File: src/pvfr_pkg.sv
// Package with the shared types and codes of the pulsed valve flow regulator.
package pvfr_pkg;

    // Register indexes of the configuration port.
    localparam logic [1:0] CFG_FLOW_SETPOINT = 2'd0;
    localparam logic [1:0] CFG_PULSE_LENGTH  = 2'd1;
    localparam logic [1:0] CFG_CLOSED_LIMIT  = 2'd2;
    localparam logic [1:0] CFG_FULL_LIMIT    = 2'd3;

    // Register values after reset.
    localparam logic [15:0] RST_FLOW_SETPOINT = 16'd0;
    localparam logic [7:0]  RST_PULSE_LENGTH  = 8'd6;
    localparam logic [7:0]  RST_CLOSED_LIMIT  = 8'd12;
    localparam logic [7:0]  RST_FULL_LIMIT    = 8'd243;

    // Operation codes of an input item.
    localparam logic OP_TICK    = 1'b0;
    localparam logic OP_COMMAND = 1'b1;

    // External state codes, as seen on new_state and state_code.
    localparam logic [2:0] CODE_IDLE    = 3'd0;
    localparam logic [2:0] CODE_OPENING = 3'd1;
    localparam logic [2:0] CODE_CLOSING = 3'd2;
    localparam logic [2:0] CODE_PULSE_O = 3'd3;
    localparam logic [2:0] CODE_PULSE_C = 3'd4;
    localparam logic [2:0] CODE_SET     = 3'd5;
    localparam logic [2:0] CODE_ERROR   = 3'd6;
    localparam logic [2:0] CODE_INVALID = 3'd7;

    // Controller state, one-hot inside the block.
    typedef enum logic [7:0] {
        ST_IDLE    = 8'b0000_0001,
        ST_OPENING = 8'b0000_0010,
        ST_CLOSING = 8'b0000_0100,
        ST_PULSE_O = 8'b0000_1000,
        ST_PULSE_C = 8'b0001_0000,
        ST_SET     = 8'b0010_0000,
        ST_ERROR   = 8'b0100_0000,
        ST_INVALID = 8'b1000_0000
    } state_t;

    typedef struct packed {
        logic        op;
        logic [7:0]  valve_position;
        logic [15:0] flow;
        logic [2:0]  new_state;
        logic        new_open_drive;
        logic        new_close_drive;
    } in_item_t;

    typedef struct packed {
        logic       open_drive;
        logic       close_drive;
        logic [2:0] state_code;
    } out_item_t;

    typedef struct packed {
        logic [15:0] flow_setpoint;
        logic [7:0]  pulse_length;
        logic [7:0]  closed_limit;
        logic [7:0]  full_limit;
    } cfg_t;

    typedef struct packed {
        state_t     state;
        logic [7:0] timer;
        logic       open_bit;
        logic       close_bit;
    } ctrl_t;

    function automatic state_t code_to_state(input logic [2:0] code);
        state_t s;
        case (code)
            CODE_IDLE:    s = ST_IDLE;
            CODE_OPENING: s = ST_OPENING;
            CODE_CLOSING: s = ST_CLOSING;
            CODE_PULSE_O: s = ST_PULSE_O;
            CODE_PULSE_C: s = ST_PULSE_C;
            CODE_SET:     s = ST_SET;
            CODE_ERROR:   s = ST_ERROR;
            default:      s = ST_INVALID;
        endcase
        return s;
    endfunction

    function automatic logic [2:0] state_to_code(input state_t s);
        logic [2:0] code;
        case (s)
            ST_IDLE:    code = CODE_IDLE;
            ST_OPENING: code = CODE_OPENING;
            ST_CLOSING: code = CODE_CLOSING;
            ST_PULSE_O: code = CODE_PULSE_O;
            ST_PULSE_C: code = CODE_PULSE_C;
            ST_SET:     code = CODE_SET;
            ST_ERROR:   code = CODE_ERROR;
            default:    code = CODE_INVALID;
        endcase
        return code;
    endfunction

endpackage

File: src/pvfr_step.sv
// Next-state logic of the regulator for one tick or command transaction.
module pvfr_step
    import pvfr_pkg::*;
(
    input  ctrl_t    cur,
    input  cfg_t     cfg,
    input  in_item_t item,
    output ctrl_t    nxt
);

    logic [16:0] flow_ext;
    logic [16:0] sp_ext;
    logic        flow_ge_sp;
    logic        flow_gt_sp;
    logic        flow_lt_sp;
    logic        flow_lt_sp_m1;
    logic        flow_gt_sp_p1;
    logic        pos_above_full;
    logic        pos_below_closed;
    logic        timer_zero;

    assign flow_ext         = {1'b0, item.flow};
    assign sp_ext           = {1'b0, cfg.flow_setpoint};
    assign flow_ge_sp       = item.flow >= cfg.flow_setpoint;
    assign flow_gt_sp       = item.flow > cfg.flow_setpoint;
    assign flow_lt_sp       = item.flow < cfg.flow_setpoint;
    // Widened by one bit so that flow plus one and setpoint plus one cannot wrap.
    assign flow_lt_sp_m1    = (flow_ext + 17'd1) < sp_ext;
    assign flow_gt_sp_p1    = flow_ext > (sp_ext + 17'd1);
    assign pos_above_full   = item.valve_position > cfg.full_limit;
    assign pos_below_closed = item.valve_position < cfg.closed_limit;
    assign timer_zero       = cur.timer == 8'd0;

    always_comb
    begin
        nxt = cur;
        if (item.op == OP_COMMAND)
        begin
            nxt.state     = code_to_state(item.new_state);
            nxt.open_bit  = item.new_open_drive;
            nxt.close_bit = item.new_close_drive;
        end
        else
        begin
            case (cur.state)
                ST_IDLE:
                begin
                end
                ST_OPENING:
                begin
                    if (flow_ge_sp || pos_above_full)
                    begin
                        nxt.open_bit  = 1'b0;
                        nxt.close_bit = 1'b0;
                        nxt.state     = ST_SET;
                    end
                end
                ST_CLOSING:
                begin
                    if (pos_below_closed)
                    begin
                        nxt.open_bit  = 1'b0;
                        nxt.close_bit = 1'b0;
                        nxt.state     = ST_IDLE;
                    end
                end
                ST_PULSE_O, ST_PULSE_C:
                begin
                    nxt.timer = cur.timer - 8'd1;
                    if (timer_zero
                        || ((cur.state == ST_PULSE_O) && flow_gt_sp)
                        || ((cur.state == ST_PULSE_C) && flow_lt_sp))
                    begin
                        nxt.open_bit  = 1'b0;
                        nxt.close_bit = 1'b0;
                        nxt.state     = ST_SET;
                    end
                end
                ST_SET:
                begin
                    if (flow_lt_sp_m1 && !pos_above_full)
                    begin
                        nxt.open_bit  = 1'b1;
                        nxt.close_bit = 1'b0;
                        nxt.state     = ST_PULSE_O;
                        nxt.timer     = cfg.pulse_length;
                    end
                    else if (flow_gt_sp_p1 && !pos_below_closed)
                    begin
                        nxt.open_bit  = 1'b0;
                        nxt.close_bit = 1'b1;
                        nxt.state     = ST_PULSE_C;
                        nxt.timer     = cfg.pulse_length;
                    end
                end
                ST_ERROR:
                begin
                    nxt.open_bit  = 1'b0;
                    nxt.close_bit = 1'b0;
                end
                default:
                begin
                    nxt.open_bit  = 1'b0;
                    nxt.close_bit = 1'b0;
                    nxt.state     = ST_IDLE;
                end
            endcase
        end
    end

endmodule

File: src/pulsed_valve_flow_regulator.sv
// Top level of the pulsed valve flow regulator: handshakes, registers and state.
// The result of a transaction is in the output register from the edge that accepts it.
// Throughput: one transaction per cycle unless out_stall holds a result, set by the
// single next-state step that reads the state registers and writes them back on the
// accepting edge.
// Reset: rst_n clears the state to idle, the timer and both drives to zero, the
// output register to empty and the configuration registers to their defaults.
module pulsed_valve_flow_regulator
    import pvfr_pkg::*;
(
    input  logic        clk,
    input  logic        rst_n,
    input  logic        in_valid,
    output logic        in_stall,
    input  in_item_t    in_data,
    output logic        out_valid,
    input  logic        out_stall,
    output out_item_t   out_data,
    input  logic        cfg_valid,
    output logic        cfg_ready,
    input  logic [1:0]  cfg_index,
    input  logic [15:0] cfg_data
);

    // Configuration registers. The port always takes a write; software only writes while
    // the regulator is idle, and the block itself does not enforce this.
    cfg_t      cfg_reg;
    cfg_t      cfg_next;

    // Controller state: state, pulse timer and the two drive bits.
    ctrl_t     ctrl_reg;
    ctrl_t     ctrl_next;

    // Output register holding the result of the most recent transaction.
    logic      out_valid_reg;
    logic      out_valid_next;
    out_item_t out_data_reg;
    out_item_t out_data_next;

    logic      in_accept;
    logic      out_accept;

    assign cfg_ready = 1'b1;

    // The input side stalls only while a result is held and the output side
    // refuses it. When the result drains in this cycle, a new transaction is
    // taken at the same edge, so items flow back to back.
    assign in_stall   = out_valid_reg && out_stall;
    assign in_accept  = in_valid && !in_stall;
    assign out_accept = out_valid_reg && !out_stall;

    always_comb
    begin
        cfg_next = cfg_reg;
        if (cfg_valid && cfg_ready)
        begin
            case (cfg_index)
                CFG_FLOW_SETPOINT: cfg_next.flow_setpoint = cfg_data;
                CFG_PULSE_LENGTH:  cfg_next.pulse_length  = cfg_data[7:0];
                CFG_CLOSED_LIMIT:  cfg_next.closed_limit  = cfg_data[7:0];
                CFG_FULL_LIMIT:    cfg_next.full_limit    = cfg_data[7:0];
                default:           cfg_next = cfg_reg;
            endcase
        end
    end

    // One full controller step per transaction, straight from the accepted
    // payload and the current state.
    ctrl_t step_result;

    pvfr_step u_step (
        .cur  (ctrl_reg),
        .cfg  (cfg_reg),
        .item (in_data),
        .nxt  (step_result)
    );

    always_comb
    begin
        ctrl_next      = ctrl_reg;
        out_valid_next = out_valid_reg;
        out_data_next  = out_data_reg;
        if (out_accept)
        begin
            out_valid_next = 1'b0;
        end
        if (in_accept)
        begin
            ctrl_next                = step_result;
            out_valid_next           = 1'b1;
            out_data_next.open_drive  = step_result.open_bit;
            out_data_next.close_drive = step_result.close_bit;
            out_data_next.state_code  = state_to_code(step_result.state);
        end
    end

    always_ff @(posedge clk or negedge rst_n)
    begin
        if (!rst_n)
        begin
            cfg_reg.flow_setpoint <= RST_FLOW_SETPOINT;
            cfg_reg.pulse_length  <= RST_PULSE_LENGTH;
            cfg_reg.closed_limit  <= RST_CLOSED_LIMIT;
            cfg_reg.full_limit    <= RST_FULL_LIMIT;
            ctrl_reg.state        <= ST_IDLE;
            ctrl_reg.timer        <= 8'd0;
            ctrl_reg.open_bit     <= 1'b0;
            ctrl_reg.close_bit    <= 1'b0;
            out_valid_reg         <= 1'b0;
        end
        else
        begin
            cfg_reg       <= cfg_next;
            ctrl_reg      <= ctrl_next;
            out_valid_reg <= out_valid_next;
        end
    end

    // The result payload needs no reset; it is qualified by out_valid_reg.
    always_ff @(posedge clk)
    begin
        out_data_reg <= out_data_next;
    end

    assign out_valid = out_valid_reg;
    assign out_data  = out_data_reg;

endmodule
File: config.mk
export PLATFORM = sky130hd
export DESIGN_NAME = pulsed_valve_flow_regulator
export DESIGN_NICKNAME = d
export VERILOG_FILES = /design/src/pvfr_pkg.sv /design/src/pvfr_step.sv /design/src/pulsed_valve_flow_regulator.sv
export SDC_FILE = /design/constraint.sdc
export NUM_CORES = 1
export LEC_CHECK = 0
export ABC_AREA = 1
export BUFFER_PORTS_ARGS = -buffer_cell sky130_fd_sc_hd__buf_2
export CORE_MARGIN = 3
export CORE_UTILIZATION = 45
export CTS_CLUSTER_SIZE = 30
export DETAILED_ROUTE_END_ITERATION = 12
export HOLD_SLACK_MARGIN = 0.05
export SLEW_MARGIN = 20
export SYNTH_ARGS = -nofsm -noshare
export SYNTH_HDL_FRONTEND = slang
export SYNTH_SLANG_ARGS = --single-unit
File: constraint.sdc
create_clock -name clk -period 7.3 [get_ports clk]
set_clock_uncertainty 0.2 [all_clocks]
set_input_delay 1.46 -clock clk [delete_from_list [all_inputs] [get_ports clk]]
set_output_delay 1.46 -clock clk [all_outputs]
set_load 0.01 [all_outputs]
==> impl_summary.log, run 1 <==
INFO  metric port-buffer-count = 59
INFO  metric initial_core_util = 0.465
INFO  metric diodes = 0
INFO  metric synth.largest_area_cell = sky130_fd_sc_hd__dfrtp_1
INFO  metric core_area = 0.0116 mm2
INFO  metric maxSlewViolCount = 0
INFO  metric clk_transition_reported_paths = 0.05 ns
INFO  metric critical_path_slowest_stage_cell = sky130_fd_sc_hd__ha_1
INFO  metric worstPathMaxFanout = 6
INFO  metric gp_congestion = a little over 0.9
INFO  metric worst_r2r_endpoint = out_data[0]$_DFFE_PP_
INFO  metric final_critical_path_setup_slack = a little over 3 ns
INFO  metric power_density = approximately 230 mW/mm2
INFO  metric worst_r2r_startpoint = cfg_reg[24]$_DFFE_PN0P_
INFO  metric grt_pass1_wl = 21.4 mm
INFO  metric vias_in_the_first_global_route = around 4.7k
INFO  metric yosysSeqAreaShare = 0.305
INFO  metric async_reset_ff_frac = 0.922
INFO  metric grt-ovfl-total = 0
INFO  metric vias = between 4k and 5k
INFO  metric ir_worst_vdd = roughly 170 uV
INFO  metric tns = 0 ns
INFO  metric largest_reg_flops = 40
INFO  metric share_clk_of_total_power = 0.307
INFO  metric synth_fp_nets = around 850
INFO  metric horizontal_die_dimension = approximately 120 um
INFO  metric grt_total_usage = 0.204
INFO  metric cp.required = about 7 ns
INFO  metric synthTopCellsByArea = sky130_fd_sc_hd__dfrtp_1 (22%), sky130_fd_sc_hd__ha_1 (16%), sky130_fd_sc_hd__nand2_1 (12%)
INFO  metric leakagePower = between 3 and 4 nW
INFO  metric final_cell_area = just over 0.006 mm2
INFO  metric worst_pin_slew = between 0.8 and 0.9 ns
INFO  metric nets = ~910
INFO  metric detail_route.iter0.violations = ~250
INFO  metric timing.critical_path.max_delay_family = simple AND/OR/NAND/NOR gates
INFO  metric number_of_antenna_violations_at_the_first_check_in_global_routing = 0
INFO  metric tritoncts = yes
INFO  metric die-area = between 0.01 and 0.015 mm2
INFO  metric placed_cells = 919
INFO  metric net-switching-power = 506 uW
INFO  metric endpoint_type_of_the_worst_setup_path = register
INFO  metric antenna_violating_nets_post_route = 0
INFO  metric setup_violations = 0
INFO  metric syn-cell-area = between 0.005 and 0.006 mm2
INFO  metric drc_violation_count_after_routing = 0
INFO  metric synthFlopType = sky130_fd_sc_hd__dfrtp_1
INFO  metric min_delay_path_depth = 2
INFO  metric cpMostUsedCell = sky130_fd_sc_hd__nand3_1
INFO  metric syn_inst = just over 700
INFO  metric synth_enable_flop_cells = 5
INFO  metric worst_setup_path_startpoint = in_data[6]
INFO  metric worstSetupStartpointType = primary input
INFO  metric drv_cap = 0
INFO  metric internal_power = around 900 uW
INFO  metric grt_max_degree = 60
INFO  metric clock_sink_count = 64
INFO  metric combPwrFrac = 0.349
INFO  metric number_of_setup_buffers_added_after_cts = 0
INFO  metric synth.ff_latch_count = 64
INFO  metric fp-row-count = 39
INFO  metric finalHoldViolations = 0
INFO  metric synthToLayoutAreaGrowth = 13.6%
INFO  metric post_cts.resized_instances = 0
INFO  metric die_height = between 100 and 150 um
INFO  metric routedWlPerCell = 13.6 um
INFO  metric min_path_type = register to register
INFO  metric hpwlAfterDp = 10.3 mm
INFO  metric detail_route.first_pass.iterations = 5
INFO  metric max_freq = 234 MHz
INFO  metric finalNonFillerCells = between 900 and 1k
INFO  metric min_to = ctrl_reg[0]$_DFFE_PN0P_
INFO  metric grt_setup_unrepaired = false
INFO  metric cts_htree_levels = 3
INFO  metric dp_worst_setup_slack = 2.71 ns
INFO  metric critical_path.n_buffers_inverters = 3
INFO  metric clock-root-buffer = sky130_fd_sc_hd__clkbuf_16
INFO  metric ff2ff_path_depth = 25
INFO  metric wirelength = 12.7 mm
INFO  metric ys_warn_count = 0
INFO  metric final_period_minus_worst_setup_slack = approximately 4.3 ns
INFO  metric outcome = finished clean
INFO  metric standard_cell_area_after_detailed_placement = about 0.0058 mm2
INFO  metric power.share.sequential = 0.344
INFO  metric post-synth-top-count-cell = sky130_fd_sc_hd__nand2_1
INFO  metric layout-drive-gt1-share = 0.174
INFO  metric synth_cell_types = 44
INFO  metric synth.cells.most_frequent = sky130_fd_sc_hd__nand2_1 (177), sky130_fd_sc_hd__inv_1 (103), sky130_fd_sc_hd__ha_1 (67)
INFO  metric tritoncts.num_buffers = 9
INFO  metric insertion_delay = about 0.34 ns
INFO  metric cpPeakStageDelay = 0.29 ns
INFO  metric hold_path_startpoint = ctrl_reg[0]$_DFFE_PN0P_
INFO  metric period_share = 0.586
INFO  metric timing.max_slew.rel_slack = 0.401
INFO  metric worst-endpoint-arrival = roughly 4.2 ns
INFO  metric ctsLongestPathBuffers = 2
INFO  metric layout.core_utilization = 0.528
INFO  metric viasPerCell = around 5.1
INFO  metric worst-r2r-setup-slack = between 3 and 4 ns
INFO  metric cts_hold_buffers = 0
INFO  metric sw_frac_of_total = 0.360
INFO  metric crit_path_cell_trace = buf_2, ha_1, nand3_2, nor2_4, nand2_1, nor2_1, nand3_1, xor2_1, inv_1, ha_1, a21oi_1, o211ai_2, inv_2, nand2_1, nor2_4, nand3_4, nand3_4, nand3_1, a21boi_0, nand3_1
INFO  metric criticalPathCategory = primary input to register
INFO  metric ios = between 60 and 70
INFO  metric avgSynthCellArea = around 7.4 um2
INFO  metric portion_of_synthesized_cell_area_occupied_by_the_leading_cell_type = 0.224
[area by class of cell]
type	instances	area, um2
tap	143	179
inverter	118	448
timing repair buffer	60	303
fill	1130	5460
clock buffer	13	260
multi-input combinational	534	3230
sequential	64	1640
clock inverter	3	40.0
[per-layer routing]
layer / vias to the layer above / track usage / wire [um]
met2: 83 / 0.327 / 5690
met3: 14 / 0.0426 / 504
met4: 0 / 0.0579 / 163
li1: 2492 / - / -
met5: - / 0 / 0
met1: 2201 / 0.280 / 6330
[worst max path at each step]
| stage | to | slack [ns] | cells after the start |
|---|---|---|---|
| floorplan | out_data[0]$_DFFE_PP_ | 3.16 | 19 |
| global placement | out_data[0]$_DFFE_PP_ | 2.79 | 20 |
| detailed placement | out_data[0]$_DFFE_PP_ | 2.71 | 20 |
| CTS | out_data[0]$_DFFE_PP_ | 3.05 | 20 |
| global route | out_data[0]$_DFFE_PP_ | 2.71 | 20 |
| finish | out_data[0]$_DFFE_PP_ | 3.02 | 20 |
[tightest hold or removal path, stage by stage, from the launching register on]
cell	delay, ns
sky130_fd_sc_hd__dfrtp_1	0.34
sky130_fd_sc_hd__nand2_1	0.05
sky130_fd_sc_hd__nand2_1	0.06
[placed cells by master (no fill, tap or decap), drive strengths merged, types with 5 or more instances in the layout]
cell type	n
dfrtp	48
buf	60
xor2	24
nor3	9
nand4	20
inv	116
ha	67
dfstp	11
nor2	60
nand2	187
edfxtp	5
a21oi	38
nand3	44
o21ai	60
clkbuf	13
[power groups by stage]
stage	registers (mW)	logic, mW	clock network [mW]
2_1_floorplan	0.479	0.373	0
3_3_place_gp	0.489	0.479	0
3_5_place_dp	0.489	0.493	0
4_1_cts	0.484	0.495	0.444
5_1_grt	0.496	0.580	0.459
6_report	0.485	0.492	0.431
[metrics by stage]
stage	hold WS (ns)	power (mW)
finish	0.279	1.41
global route	0.304	1.53
CTS	0.282	1.42
detailed placement	0.268	0.982
global placement	0.262	0.968
floorplan	0.249	0.851
[logic make-up after synthesis]
logic type / count (synthesis) / share of synthesized area
other: 1 / 0.000698
buffers and inverters: 128 / 0.0943
XOR/XNOR: 28 / 0.0456
AND/OR/NAND/NOR: 326 / 0.281
AO/OA/AOI/OAI: 112 / 0.117
adder cells (fa/ha/maj): 67 / 0.156
flip-flops: 64 / 0.305
Note: power is estimated with default switching activity, not from simulation.
==> run 2: changes to the inputs <==
Clock period 7.3 ns to 4.25 ns, I/O delays scaled along.
==> impl_summary.log, run 2 (synthesis results as in run 1) <==
INFO  metric placed_cells = 919 (unchanged)
INFO  metric horizontal_die_dimension = 115 um (unchanged)
INFO  metric finalNonFillerCells = 935 (unchanged)
INFO  metric initial_core_util = 0.465 (unchanged)
INFO  metric insertion_delay = 0.34 ns (about the same)
INFO  metric cts_hold_buffers = 0 (unchanged)
INFO  metric vias = 4834 (+0.92%)
INFO  metric hpwlAfterDp = 10.4 mm (+1.7%)
INFO  metric combPwrFrac = 0.356 (+0.007)
INFO  metric power.share.sequential = 0.348 (+0.004)
INFO  metric share_clk_of_total_power = 0.297 (-0.010)
INFO  metric criticalPathCategory = register to register
INFO  metric post_cts.resized_instances = 0 (unchanged)
INFO  metric ctsLongestPathBuffers = 2 (unchanged)
INFO  metric grt_pass1_wl = 21.4 mm (about the same)
INFO  metric power_density = 395 mW/mm2 (+71%)
INFO  metric worstPathMaxFanout = 5 (-1)
INFO  metric cts_htree_levels = 3 (unchanged)
INFO  metric clock-root-buffer = sky130_fd_sc_hd__clkbuf_16
INFO  metric tritoncts = yes
INFO  metric cpMostUsedCell = sky130_fd_sc_hd__nand2_1
INFO  metric detail_route.first_pass.iterations = 6 (+1)
INFO  metric filler_cells_inserted = 1092 (-3.4%)
INFO  metric outcome = finished clean
INFO  metric layout_commonest_cell = sky130_fd_sc_hd__nand2_1
INFO  metric largest_reg_flops = 40 (unchanged)
INFO  metric nets = 907 (unchanged)
INFO  metric grt_total_usage = 0.204 (+0.000220)
INFO  metric grt-ovfl-total = 0 (unchanged)
INFO  metric worst_pin_slew = 0.963 ns (+0.0651 ns)
INFO  metric min_path_type = register to register
INFO  metric clock_sink_count = 64 (unchanged)
INFO  metric vias_in_the_first_global_route = 4620 (-1.1%)
INFO  metric antenna_violating_nets_post_route = 0 (unchanged)
INFO  metric gp_congestion = 0.861 (-6.8%)
INFO  metric viasPerCell = 5.17 (+0.92%)
INFO  metric grt_setup_unrepaired = false
INFO  metric critical_path_slowest_stage_cell = sky130_fd_sc_hd__dfrtp_1
INFO  metric diodes = 0 (unchanged)
INFO  metric grt_max_degree = 43 (-28%)
INFO  metric tns = 0 ns (unchanged)
INFO  metric worst-endpoint-arrival = 3.70 ns (-0.46 ns)
INFO  metric leakagePower = 3.20 nW (-0.18%)
INFO  metric critical_path.n_buffers_inverters = 2 (-1)
INFO  metric synthToLayoutAreaGrowth = 13.4%
INFO  metric met3_usage = 0.0421 (-0.000526)
INFO  metric globalRouteMet1Util = 0.278 (-0.00164)
INFO  metric final_cell_mix = sky130_fd_sc_hd__nand2_1 (177), sky130_fd_sc_hd__inv_1 (103), sky130_fd_sc_hd__ha_1 (67), sky130_fd_sc_hd__buf_2 (59)
INFO  metric ios = 61 (unchanged)
INFO  metric dp_worst_setup_slack = 0.314 ns (-2.39 ns)
INFO  metric core_area = 0.0116 mm2 (unchanged)
INFO  metric port-buffer-count = 59 (unchanged)
INFO  metric final_critical_path_setup_slack = 0.435 ns (-2.58 ns)
INFO  metric ff_latch_area = 0.00164 mm2 (unchanged)
INFO  metric cp.required = 4.13 ns (-3.05 ns)
INFO  metric timing.critical_path.max_delay_family = simple AND/OR/NAND/NOR gates
INFO  metric sw_frac_of_total = 0.373 (+0.0131)
INFO  metric worstSetupStartpointType = register
INFO  metric drv_cap = 0 (unchanged)
INFO  metric multiInputGateArea = 0.00323 mm2 (unchanged)
INFO  metric routedWlPerCell = 13.9 um (+2.6%)
INFO  metric net-switching-power = 897 uW (+77%)
INFO  metric clk_transition_reported_paths = 0.06 ns (about the same)
INFO  metric setup_violations = 0 (unchanged)
INFO  metric number_of_antenna_violations_at_the_first_check_in_global_routing = 0 (unchanged)
INFO  metric ir_worst_vdd = 259 uV (+50%)
INFO  metric grt.busiest_layer = met2
INFO  metric detail_route.iter0.violations = 345 (+41%)
INFO  metric number_of_setup_buffers_added_after_cts = 0 (unchanged)
INFO  metric layout-drive-gt1-share = 0.176 (+0.00126)
INFO  metric max_freq = approximately 260 MHz
INFO  metric finalHoldViolations = 0 (unchanged)
INFO  metric period_share = 0.898
INFO  metric groute.layer.met2.usage = 0.327 (unchanged)
INFO  metric timing.max_slew.rel_slack = 0.358 (-0.0427)
INFO  metric internal_power = 1.51 mW (+68%)
INFO  metric maxSlewViolCount = 0 (unchanged)
INFO  metric final_period_minus_worst_setup_slack = between 3 and 4 ns
INFO  metric die-area = 0.0133 mm2 (unchanged)
INFO  metric tritoncts.num_buffers = 9 (unchanged)
INFO  metric endpoint_type_of_the_worst_setup_path = register
INFO  metric die_height = 115 um (unchanged)
INFO  metric wirelength = 13.0 mm (+2.6%)
INFO  metric cpPeakStageDelay = 0.45 ns (+0.16 ns)
INFO  metric fp-row-count = 39 (unchanged)
INFO  metric drc_violation_count_after_routing = 0 (unchanged)
## run 2: through the flow
step            util  total power [mW]  instance area (um2)  hold slack [ns]
2_1_floorplan      -              1.46                 5370            0.249
3_3_place_gp   0.501              1.66                 5800            0.262
3_5_place_dp   0.501              1.69                 5800            0.267
4_1_cts        0.527              2.43                 6090            0.283
5_1_grt        0.527              2.61                 6090            0.302
6_report       0.527              2.41                 6090            0.277
## run 2: worst register-to-register path, cell delays in order, from the launching register on
cell	delay (ns)
sky130_fd_sc_hd__dfrtp_1	0.45
sky130_fd_sc_hd__inv_1	0.11
sky130_fd_sc_hd__nor3_2	0.25
sky130_fd_sc_hd__nand3_1	0.14
sky130_fd_sc_hd__nor2_1	0.17
sky130_fd_sc_hd__nand4_1	0.14
sky130_fd_sc_hd__nor2_1	0.11
sky130_fd_sc_hd__nand2_1	0.09
sky130_fd_sc_hd__nor2_2	0.11
sky130_fd_sc_hd__nand4_1	0.10
sky130_fd_sc_hd__xor2_1	0.17
sky130_fd_sc_hd__ha_1	0.29
sky130_fd_sc_hd__nand3_1	0.11
sky130_fd_sc_hd__inv_1	0.06
sky130_fd_sc_hd__nand3_1	0.07
sky130_fd_sc_hd__nor2_1	0.04
sky130_fd_sc_hd__a21oi_1	0.16
sky130_fd_sc_hd__nand3_2	0.19
sky130_fd_sc_hd__nand2_1	0.10
sky130_fd_sc_hd__nand2_1	0.05
sky130_fd_sc_hd__nand2_1	0.06
sky130_fd_sc_hd__nand2_1	0.05
sky130_fd_sc_hd__nand2_1	0.07
sky130_fd_sc_hd__nand2_1	0.10
sky130_fd_sc_hd__nor2_1	0.09
sky130_fd_sc_hd__nand3_1	0.08
## run 2: cell type report
cell class / instances / share of cell area
Multi-Input combinational cell: 534 / 0.530
Sequential cell: 64 / 0.269
Inverter: 118 / 0.0735
Timing Repair Buffer: 60 / 0.0497
Clock buffer: 12 / 0.0439
Tap cell: 143 / 0.0294
Clock inverter: 4 / 0.00431
## run 2: final timing paths
kind | from | endpoint | slack [ns] | depth (start not counted)
setup reg to reg | cfg_reg[24]$_DFFE_PN0P_ | out_data[1]$_DFFE_PP_ | 0.44 | 25
setup / recovery | cfg_reg[24]$_DFFE_PN0P_ | out_data[1]$_DFFE_PP_ | 0.44 | 25
hold reg to reg | ctrl_reg[0]$_DFFE_PN0P_ | ctrl_reg[0]$_DFFE_PN0P_ | 0.28 | 2
max in group asynchronous | rst_n | cfg_reg[10]$_DFFE_PN1P_ | 2.49 | 2
hold / removal | ctrl_reg[0]$_DFFE_PN0P_ | ctrl_reg[0]$_DFFE_PN0P_ | 0.28 | 2
min in group asynchronous | rst_n | ctrl_reg[12]$_DFFE_PN0P_ | 0.46 | 1
## run 2: power by group through the flow
stage | Sequential [mW] | Clock [mW] | Combinational (mW)
global route | 0.855 | 0.755 | 0.998
finish | 0.837 | 0.714 | 0.856
floorplan | 0.822 | 0 | 0.640
global placement | 0.840 | 0 | 0.822
detailed placement | 0.843 | 0 | 0.851
CTS | 0.835 | 0.734 | 0.857
## run 2: layer usage
layer / vias to the layer above / part of all wire
met5: - / 0
met1: 2225 / 0.49
li1: 2487 / -
met2: 112 / 0.46
met4: 0 / 0.010
met3: 10 / 0.043
